`config.mk`:
```
export PLATFORM = sky130hd
export DESIGN_NAME = hall_phase_counter_velocity_core_flat
export DESIGN_NICKNAME = d
export VERILOG_FILES = /design/src/hdl/hpcv_pkg.sv /design/src/hdl/hpcv_ifs.sv /design/src/hdl/hpcv_queue.sv /design/src/hdl/hpcv_front.sv /design/src/hdl/hpcv_back.sv /design/src/hdl/hall_phase_counter_velocity_core.sv /design/src/flat_wrapper.sv
export SDC_FILE = /design/constraint.sdc
export NUM_CORES = 2
export LEC_CHECK = 0
export BUFFER_PORTS_ARGS = -buffer_cell sky130_fd_sc_hd__buf_2
export CORE_MARGIN = 2
export CORE_UTILIZATION = 55
export CTS_CLUSTER_DIAMETER = 60
export DETAILED_ROUTE_END_ITERATION = 12
export PLACE_DENSITY_LB_ADDON = 0.1
export SLEW_MARGIN = 20
export SYNTH_ARGS = -nofsm -noshare
export SYNTH_HDL_FRONTEND = slang
export SYNTH_HIERARCHICAL = 1
export SYNTH_SLANG_ARGS = --single-unit
```
`constraint.sdc`:
```
create_clock -name clk -period 14.65 [get_ports clk]
set_input_delay 2.93 -clock clk [delete_from_list [all_inputs] [get_ports clk]]
set_output_delay 2.93 -clock clk [all_outputs]
set_load 0.005 [all_outputs]
```
`src/hdl/hpcv_pkg.sv`:
```
// Shared types, codes and constants for the hall phase counter velocity block.
package hpcv_pkg;

  // Item kinds on the event channel.
  localparam logic KIND_EDGE = 1'b0;
  localparam logic KIND_TICK = 1'b1;

  typedef enum logic [1:0] {
    PHASE_A    = 2'd0,
    PHASE_B    = 2'd1,
    PHASE_C    = 2'd2,
    PHASE_NONE = 2'd3
  } phase_t;

  // Configuration space.
  localparam int unsigned APB_ADDR_W = 3;
  localparam int unsigned APB_DATA_W = 32;
  localparam logic REG_VELOCITY_SCALE = 1'b0;
  localparam logic [31:0] VELOCITY_SCALE_RESET = 32'd65536;

  localparam int unsigned QUEUE_DEPTH = 4;

  // One sampled tick travelling from the front to the back.
  typedef struct packed {
    logic signed [31:0] total_count;
    logic signed [31:0] count_delta;
  } sample_t;

  // Forward predecessor of a phase: B before A, C before B, A before C.
  function automatic phase_t pred_of(input phase_t p);
    phase_t r;
    case (p)
      PHASE_A: r = PHASE_B;
      PHASE_B: r = PHASE_C;
      PHASE_C: r = PHASE_A;
      default: r = PHASE_NONE;
    endcase
    return r;
  endfunction

endpackage

```
`src/hdl/hpcv_ifs.sv`:
```
// Valid/ready channel interfaces for hall events and velocity results.
interface hpcv_event_if;
  logic       valid;
  logic       ready;
  logic       kind;
  logic [1:0] phase;

  modport source (output valid, output kind, output phase, input ready);
  modport sink   (input valid, input kind, input phase, output ready);
endinterface

interface hpcv_result_if;
  logic               valid;
  logic               ready;
  logic signed [31:0] total_count;
  logic signed [31:0] count_delta;
  logic signed [31:0] velocity_q16;

  modport source (output valid, output total_count, output count_delta,
                  output velocity_q16, input ready);
  modport sink   (input valid, input total_count, input count_delta,
                  input velocity_q16, output ready);
endinterface

```
`src/hdl/hpcv_queue.sv`:
```
// Short first-in first-out queue of sampled ticks between front and back.
module hpcv_queue #(
  parameter int unsigned DEPTH = hpcv_pkg::QUEUE_DEPTH
) (
  input  logic             clk,
  input  logic             rst,
  input  logic             push,
  input  hpcv_pkg::sample_t push_data,
  input  logic             pop,
  output hpcv_pkg::sample_t pop_data,
  output logic             full,
  output logic             empty
);

  localparam int unsigned PTR_W = (DEPTH > 1) ? $clog2(DEPTH) : 1;
  localparam int unsigned CNT_W = $clog2(DEPTH + 1);
  localparam logic [PTR_W-1:0] LAST = PTR_W'(DEPTH - 1);
  localparam logic [CNT_W-1:0] FULL_CNT = CNT_W'(DEPTH);

  hpcv_pkg::sample_t entries [DEPTH];
  logic [PTR_W-1:0] wr_ptr;
  logic [PTR_W-1:0] rd_ptr;
  logic [CNT_W-1:0] count;

  assign full     = (count == FULL_CNT);
  assign empty    = (count == '0);
  assign pop_data = entries[rd_ptr];

  always_ff @(posedge clk) begin
    if (push) begin
      entries[wr_ptr] <= push_data;
    end
  end

  always_ff @(posedge clk) begin
    if (rst) begin
      wr_ptr <= '0;
      rd_ptr <= '0;
      count  <= '0;
    end else begin
      if (push) begin
        wr_ptr <= (wr_ptr == LAST) ? '0 : wr_ptr + 1'b1;
      end
      if (pop) begin
        rd_ptr <= (rd_ptr == LAST) ? '0 : rd_ptr + 1'b1;
      end
      case ({push, pop})
        2'b10:   count <= count + 1'b1;
        2'b01:   count <= count - 1'b1;
        default: count <= count;
      endcase
    end
  end

  a_count_bound: assert property (@(posedge clk) disable iff (rst) count <= FULL_CNT)
    else $error("queue count beyond depth");
  a_no_pop_empty: assert property (@(posedge clk) disable iff (rst) pop |-> !empty)
    else $error("pop from empty queue");
  a_push_count: assert property (@(posedge clk) disable iff (rst)
      (push && !pop) |=> (count == $past(count) + 1'b1))
    else $error("queue count missed a push");

endmodule

```
`src/hdl/hpcv_front.sv`:
```
// Front end: takes hall edges and ticks, keeps the running count, queues samples.
module hpcv_front (
  input  logic               clk,
  input  logic               rst,
  hpcv_event_if.sink         events,
  input  logic               q_full,
  output logic               q_push,
  output hpcv_pkg::sample_t  q_data
);

  // Only the sum of the three phase counters is ever observed, so the
  // running total is kept directly; it wraps exactly as the sum would.
  logic [31:0]      total;
  logic [31:0]      total_next;
  logic [31:0]      prev_total;
  hpcv_pkg::phase_t prev_phase;
  hpcv_pkg::phase_t phase_in;
  logic             accept;
  logic             is_edge;
  logic             step_up;

  assign events.ready = !q_full;
  assign accept       = events.valid && events.ready;
  assign phase_in     = hpcv_pkg::phase_t'(events.phase);
  assign is_edge      = accept && (events.kind == hpcv_pkg::KIND_EDGE)
                        && (phase_in != hpcv_pkg::PHASE_NONE);
  assign step_up      = (prev_phase == hpcv_pkg::pred_of(phase_in));
  assign total_next   = step_up ? total + 32'd1 : total - 32'd1;

  assign q_push             = accept && (events.kind == hpcv_pkg::KIND_TICK);
  assign q_data.total_count = total;
  assign q_data.count_delta = total - prev_total;

  always_ff @(posedge clk) begin
    if (rst) begin
      total      <= '0;
      prev_total <= '0;
      prev_phase <= hpcv_pkg::PHASE_NONE;
    end else begin
      if (is_edge) begin
        total      <= total_next;
        prev_phase <= phase_in;
      end
      if (q_push) begin
        prev_total <= total;
      end
    end
  end

endmodule

```
`src/hdl/hpcv_back.sv`:
```
// Back end: scales the count delta to a saturated Q16.16 velocity, two stages.
module hpcv_back (
  input  logic               clk,
  input  logic               rst,
  input  logic [31:0]        velocity_scale,
  input  logic               q_empty,
  input  hpcv_pkg::sample_t  q_data,
  output logic               q_pop,
  hpcv_result_if.source      results
);

  logic              adv;
  logic              s1_valid;
  hpcv_pkg::sample_t s1_sample;
  logic              s1_neg;
  logic [63:0]       s1_prod;
  logic [31:0]       mag;
  logic [63:0]       prod_up;
  logic [47:0]       q_neg;
  logic signed [31:0] vel;

  // The whole back pipeline moves whenever the output register is free.
  assign adv   = !results.valid || results.ready;
  assign q_pop = adv && !q_empty;

  // Magnitude of the delta; the most negative delta maps to 2^31.
  assign mag = q_data.count_delta[31] ? (~q_data.count_delta + 32'd1)
                                      : q_data.count_delta;

  // Floor of a negative value: round the magnitude up before shifting.
  assign prod_up = s1_prod + 64'h0000_0000_0000_FFFF;
  assign q_neg   = prod_up[63:16];

  always_comb begin
    if (!s1_neg) begin
      vel = (|s1_prod[63:47]) ? 32'sh7FFF_FFFF : $signed(s1_prod[47:16]);
    end else begin
      vel = (|q_neg[47:31]) ? 32'sh8000_0000 : $signed(~q_neg[31:0] + 32'd1);
    end
  end

  always_ff @(posedge clk) begin
    if (adv) begin
      s1_sample            <= q_data;
      s1_neg               <= q_data.count_delta[31];
      s1_prod              <= 64'(mag) * 64'(velocity_scale);
      results.total_count  <= s1_sample.total_count;
      results.count_delta  <= s1_sample.count_delta;
      results.velocity_q16 <= vel;
    end
  end

  always_ff @(posedge clk) begin
    if (rst) begin
      s1_valid      <= 1'b0;
      results.valid <= 1'b0;
    end else if (adv) begin
      s1_valid      <= !q_empty;
      results.valid <= s1_valid;
    end
  end

  a_s1_hold: assert property (@(posedge clk) disable iff (rst)
      (s1_valid && !adv) |=> (s1_valid && $stable(s1_prod)))
    else $error("multiplier stage lost a held sample");

endmodule

```
`src/hdl/hall_phase_counter_velocity_core.sv`:
```
// Top level of the hall phase counter velocity block.
//
// Items arrive on the events channel: an edge (kind 0) on phase A, B or C
// steps the position count up when the previous phase was the forward
// predecessor and down otherwise; phase code three is dropped. A tick
// (kind 1) samples the total count, the delta against the last sample and
// the delta scaled by velocity_scale (Q16.16, floored, saturated).
// Edges produce no beat on the results channel; each tick produces one.
// The block takes one item per cycle while the sample queue has room. A
// tick's result passes through the sample queue, the 32x32 multiplier
// stage and then the output register.
// A stalled receiver holds the output register; the four-entry sample queue
// keeps events flowing until it fills, then events.ready falls.
// Reset clears the count, the last sample and the phase history, and loads
// velocity_scale with 1.0 (65536). velocity_scale is at APB address 0.
module hall_phase_counter_velocity_core #(
  parameter int unsigned QUEUE_DEPTH = hpcv_pkg::QUEUE_DEPTH
) (
  input  logic                              clk,
  input  logic                              rst,
  input  logic                              psel,
  input  logic                              penable,
  input  logic                              pwrite,
  input  logic [hpcv_pkg::APB_ADDR_W-1:0]   paddr,
  input  logic [hpcv_pkg::APB_DATA_W-1:0]   pwdata,
  output logic [hpcv_pkg::APB_DATA_W-1:0]   prdata,
  output logic                              pready,
  hpcv_event_if.sink                        events,
  hpcv_result_if.source                     results
);

  logic [31:0]       velocity_scale;
  logic              q_push;
  logic              q_pop;
  logic              q_full;
  logic              q_empty;
  hpcv_pkg::sample_t push_data;
  hpcv_pkg::sample_t pop_data;
  logic              reg_hit;

  assign pready  = 1'b1;
  assign reg_hit = (paddr[2] == hpcv_pkg::REG_VELOCITY_SCALE);
  assign prdata  = reg_hit ? velocity_scale : '0;

  always_ff @(posedge clk) begin
    if (rst) begin
      velocity_scale <= hpcv_pkg::VELOCITY_SCALE_RESET;
    end else if (psel && penable && pwrite && pready && reg_hit) begin
      velocity_scale <= pwdata;
    end
  end

  hpcv_front u_front (
    .clk    (clk),
    .rst    (rst),
    .events (events),
    .q_full (q_full),
    .q_push (q_push),
    .q_data (push_data)
  );

  hpcv_queue #(
    .DEPTH (QUEUE_DEPTH)
  ) u_queue (
    .clk       (clk),
    .rst       (rst),
    .push      (q_push),
    .push_data (push_data),
    .pop       (q_pop),
    .pop_data  (pop_data),
    .full      (q_full),
    .empty     (q_empty)
  );

  hpcv_back u_back (
    .clk            (clk),
    .rst            (rst),
    .velocity_scale (velocity_scale),
    .q_empty        (q_empty),
    .q_data         (pop_data),
    .q_pop          (q_pop),
    .results        (results)
  );

endmodule

```
`src/flat_wrapper.sv`:
```
// flat-port wrapper written by rule: the top's interface ports become plain ports
module hall_phase_counter_velocity_core_flat 
#(
  parameter int unsigned QUEUE_DEPTH = hpcv_pkg::QUEUE_DEPTH
)
  (clk, rst, psel, penable, pwrite, paddr, pwdata, prdata, pready, events_valid, events_kind, events_phase, events_ready, results_valid, results_total_count, results_count_delta, results_velocity_q16, results_ready);
  hpcv_event_if events_i ();
  hpcv_result_if results_i ();
  input  logic clk;
  input  logic rst;
  input  logic psel;
  input  logic penable;
  input  logic pwrite;
  input  logic [hpcv_pkg::APB_ADDR_W-1:0] paddr;
  input  logic [hpcv_pkg::APB_DATA_W-1:0] pwdata;
  output logic [hpcv_pkg::APB_DATA_W-1:0] prdata;
  output logic pready;
  input wire logic [$bits(events_i.valid)-1:0] events_valid;
  input wire logic [$bits(events_i.kind)-1:0] events_kind;
  input wire logic [$bits(events_i.phase)-1:0] events_phase;
  output wire logic [$bits(events_i.ready)-1:0] events_ready;
  output wire logic [$bits(results_i.valid)-1:0] results_valid;
  output wire logic [$bits(results_i.total_count)-1:0] results_total_count;
  output wire logic [$bits(results_i.count_delta)-1:0] results_count_delta;
  output wire logic [$bits(results_i.velocity_q16)-1:0] results_velocity_q16;
  input wire logic [$bits(results_i.ready)-1:0] results_ready;
  assign events_i.valid = events_valid;
  assign events_i.kind = events_kind;
  assign events_i.phase = events_phase;
  assign events_ready = events_i.ready;
  assign results_valid = results_i.valid;
  assign results_total_count = results_i.total_count;
  assign results_count_delta = results_i.count_delta;
  assign results_velocity_q16 = results_i.velocity_q16;
  assign results_i.ready = results_ready;
  hall_phase_counter_velocity_core #(.QUEUE_DEPTH(QUEUE_DEPTH)) u_core (.clk(clk), .rst(rst), .psel(psel), .penable(penable), .pwrite(pwrite), .paddr(paddr), .pwdata(pwdata), .prdata(prdata), .pready(pready), .events(events_i), .results(results_i));
endmodule
```
==> metrics.log <==
INFO  metric worstHoldStart = u_core/u_back/s1_sample[3]
INFO  metric finalClockSkew = approximately 19 ps
INFO  metric ioPinCount = approximately 180
INFO  metric critPathLaunchType = flip-flop
INFO  metric dr_total_vias = between 30,000 and 40,000
INFO  metric route.final.wire_length = 151 mm
INFO  metric rsz0062_at_grt = false
INFO  metric drt_pre_antenna_iters = 7
INFO  metric syn-cell-area = roughly 0.059 mm²
INFO  metric finalInstanceArea = about 0.064 mm²
INFO  metric critPathKind = reg2reg
INFO  metric final_antenna_net_count = 0
INFO  metric layout.cells.most_common_list = inv_1, fa_1, nand2_1
INFO  metric grt_antenna_before_repair = 6
INFO  metric cts_max_level = 3
INFO  metric hold-path-cell-count = 0
INFO  metric postSynth.asyncResetShare = 0%
INFO  metric grt_max_degree = about 110
INFO  metric core_area = about 0.11 mm²
INFO  metric placement.cell_area = 0.0617 mm²
INFO  metric achievable-frequency = 80.6 MHz
INFO  metric post_cts_setup_buffer_count = 0
INFO  metric synth_area_leaders = fa_1, edfxtp_1, ha_1
INFO  metric yosysTopAreaCell = fa_1
INFO  metric slew-limit-headroom = between 20% and 30%
INFO  metric run_status = complete, no violations
INFO  metric finalNetCount = just under 7,000
INFO  metric syn2layout_area_growth = 7.48%
INFO  metric worst-endpoint-arrival = 12,780 ps
INFO  metric syn-instance-count = 5,595
INFO  metric die-area = roughly 0.11 mm²
INFO  metric placementRows = 120
INFO  metric clk_pin_slew = approximately 60 ps
INFO  metric first_global_vias = roughly 42,000
INFO  metric hp-class = reg2reg
INFO  metric cts_hold_buffers = 0
INFO  metric synth_seq_area_share = 27.9%
INFO  metric gp_routability_congestion = 0.916
INFO  metric timing.critical_path.required = between 15,000 and 20,000 ps
INFO  metric synth-edff-count = 480
INFO  metric die_width = 333 µm
INFO  metric globalRouteOverflowTotal = 0
INFO  metric report.final.hold_viol_count = 0
INFO  metric synth.distinct_cells = 91
INFO  metric fillerInstances = approximately 9,000
INFO  metric post_detailed_route_drc_marker_count = 0
INFO  metric chipHeight = 333 µm
INFO  metric total_negative_slack = 0 ps
INFO  metric layout.cells.most_common = inv_1
INFO  metric clock-root-buffer = clkbuf_16
INFO  metric max_slew.worst_pin.slew = roughly 1100 ps
INFO  metric drv_cap = 0
INFO  metric floorplan.initialDensity = 55.5%
INFO  metric grt_first_pass_wirelength = 241 mm
INFO  metric multi_input_comb_area = just under 0.04 mm²
INFO  metric synth_flop_cell = edfxtp_1
INFO  metric drt_iter0_drc = around 2,100
INFO  metric seqCellArea = 0.0166 mm²
INFO  metric numPortBuffers = roughly 170
INFO  metric postLayoutCoreUtil = between 50 and 60%
INFO  metric worst_path_largest_cell_delay = around 800 ps
INFO  metric peakVddDrop = 244 µV
INFO  metric wl_per_cell = around 21 µm
INFO  metric power_leakage = 0.0290 µW
INFO  metric regToRegEndpoint = u_core/u_back/s1_prod[59]
INFO  metric cts_sink_cnt = roughly 590
INFO  metric timing.reg2reg.setup_slack = about 2200 ps
INFO  metric final-setup-viol-count = 0
INFO  metric tritoncts = built
INFO  metric worstSkewPairLatency = ~630 ps
INFO  metric place_hpwl = roughly 110 mm
INFO  metric endpoint_kind = flip-flop
INFO  metric synth_seq_cells = between 500 and 600
INFO  metric cts.path.max_buffers = 3
INFO  metric synthDominantCellAreaShare = 30.3%
INFO  metric crit_path_top_delay_cell = xor2_2
INFO  metric track_usage = 28.1%
INFO  metric final_min_period_over_clock_period = roughly 85%
INFO  metric powerDensity = approximately 220 mW/mm²
INFO  metric final_max_slew_viol_count = 0
INFO  metric cts_resized = 0
INFO  metric cp_max_fo = 29
INFO  metric critPathTopFamily = adder cells
INFO  metric critical-path-top-cell-by-count = fa_1
INFO  metric post_drt_via_cell_ratio = between 5 and 6
INFO  metric average_cell_area_after_synthesis = 10.6 µm²
INFO  metric layout-drive-gt1-share = under 10%
INFO  metric timing.hold.worst_endpoint = u_core/u_back/results.count_delta[3]
INFO  metric num_cts_buffers = between 60 and 70
INFO  metric period_needed = between 10,000 and 15,000 ps
INFO  metric ys_warn_count = 6
INFO  metric r2r_cells = 31
INFO  metric cp.buffers_inverters = 3
INFO  metric synth_nets = roughly 7,000
==> layout make-up <==
| cell class | count | share of cell area [%] |
|---|---|---|
| sequential | 589 | 26.0 |
| antenna | 1 | 0.00392 |
| clock buffer | 84 | 2.79 |
| clock inverter | 38 | 0.683 |
| timing repair buffer | 253 | 2.30 |
| tap | 1403 | 2.75 |
| multi-input combinational | 3803 | 60.1 |
| inverter | 916 | 5.39 |
==> worst register-to-register path: cells and delay by family (launching register included) <==
| kind | cells | cell delay [ps] |
|---|---|---|
| fa+ha+maj | 9 | 4490 |
| xor+xnor | 2 | 890 |
| flops | 1 | 760 |
| buf+inv | 3 | 560 |
| compound gates | 8 | 2270 |
| mux | 1 | 690 |
| simple gates | 8 | 2530 |
==> synthesized netlist by cell type, types with 18 or more instances <==
library cell  number
and2_1           606
and3_1            30
o211ai_1          20
nor2_1           112
o21bai_1          21
mux2i_1           40
nand2b_1          77
inv_1            916
nor4_1            18
mux4_2            60
o21ai_0           90
a21o_1            54
o21a_1            20
edfxtp_1         480
ha_1             337
a21oi_1          183
or3_1             23
a211o_1           20
xnor2_1          113
clkbuf_1         250
nand3_1           51
dfxtp_1          109
nand2_1          658
nor2b_1           46
nand4_1           28
nor3_1            36
xor2_1            52
fa_1             899
==> sequential cells by signal, indices dropped and copies added, names as in the netlist, 3 cells and up, named ones only <==
| signal | flops |
|---|---|
| u_core/u_front/total | 32 |
| u_core/u_back/s1_sample | 64 |
| u_core/u_back/results.total_count | 32 |
| u_core/u_queue/count | 3 |
| u_core/u_front/prev_total | 32 |
| u_core/u_back/results.count_delta | 32 |
| u_core/u_back/results.velocity_q16 | 32 |
| u_core/u_back/s1_prod | 64 |
| u_core/velocity_scale | 32 |
| u_core/u_queue/entries | 256 |
==> report_power, final <==
group	leakage (µW)	internal, µW	switching (µW)
Sequential	0.00564	2620	296
Combinational	0.0222	3340	6220
Clock	0.00107	958	704
Total	0.0290	6910	7220
==> how the worst max path moves through the flow <==
stage                                end  slack, ps  cells past startpoint
2_1_floorplan  u_core/u_back/s1_prod[57]       4060                     37
3_3_place_gp   u_core/u_back/s1_prod[57]       2250                     33
3_5_place_dp   u_core/u_back/s1_prod[57]       2260                     33
4_1_cts        u_core/u_back/s1_prod[59]       2220                     30
5_1_grt        u_core/u_back/s1_prod[59]       1790                     29
6_report       u_core/u_back/s1_prod[59]       2250                     31
==> routing by layer <==
metal,track usage (%),vias up,wire length (µm)
met1,34.6,20600,58900
met2,50.4,1050,78900
met4,11.4,2,6790
li1,-,17900,-
met3,3.20,330,6840
met5,0,-,13
==> kinds of logic after synthesis <==
group / share of synthesized area [%]
other: 0.00631
buffers and inverters: 7.91
adders and majority gates: 37.4
DFF: 27.9
and+or+nand+nor: 15.1
AOI/OAI and AO/OA: 6.17
xor gates and xnor gates: 2.43
muxes: 3.12
==> per-stage QoR <==
stage               std cells  hold WS [ps]  worst slack (ps)  total power [µW]
floorplan                5595           400              4060              8890
global placement         6964           403              2250             12400
detailed placement       6964           405              2260             12500
CTS                      7086           414              2220             14200
global route             7086           420              1790             15200
finish                   7087           416              2250             14100
No activity file was read; power rests on OpenSTA's default activity.
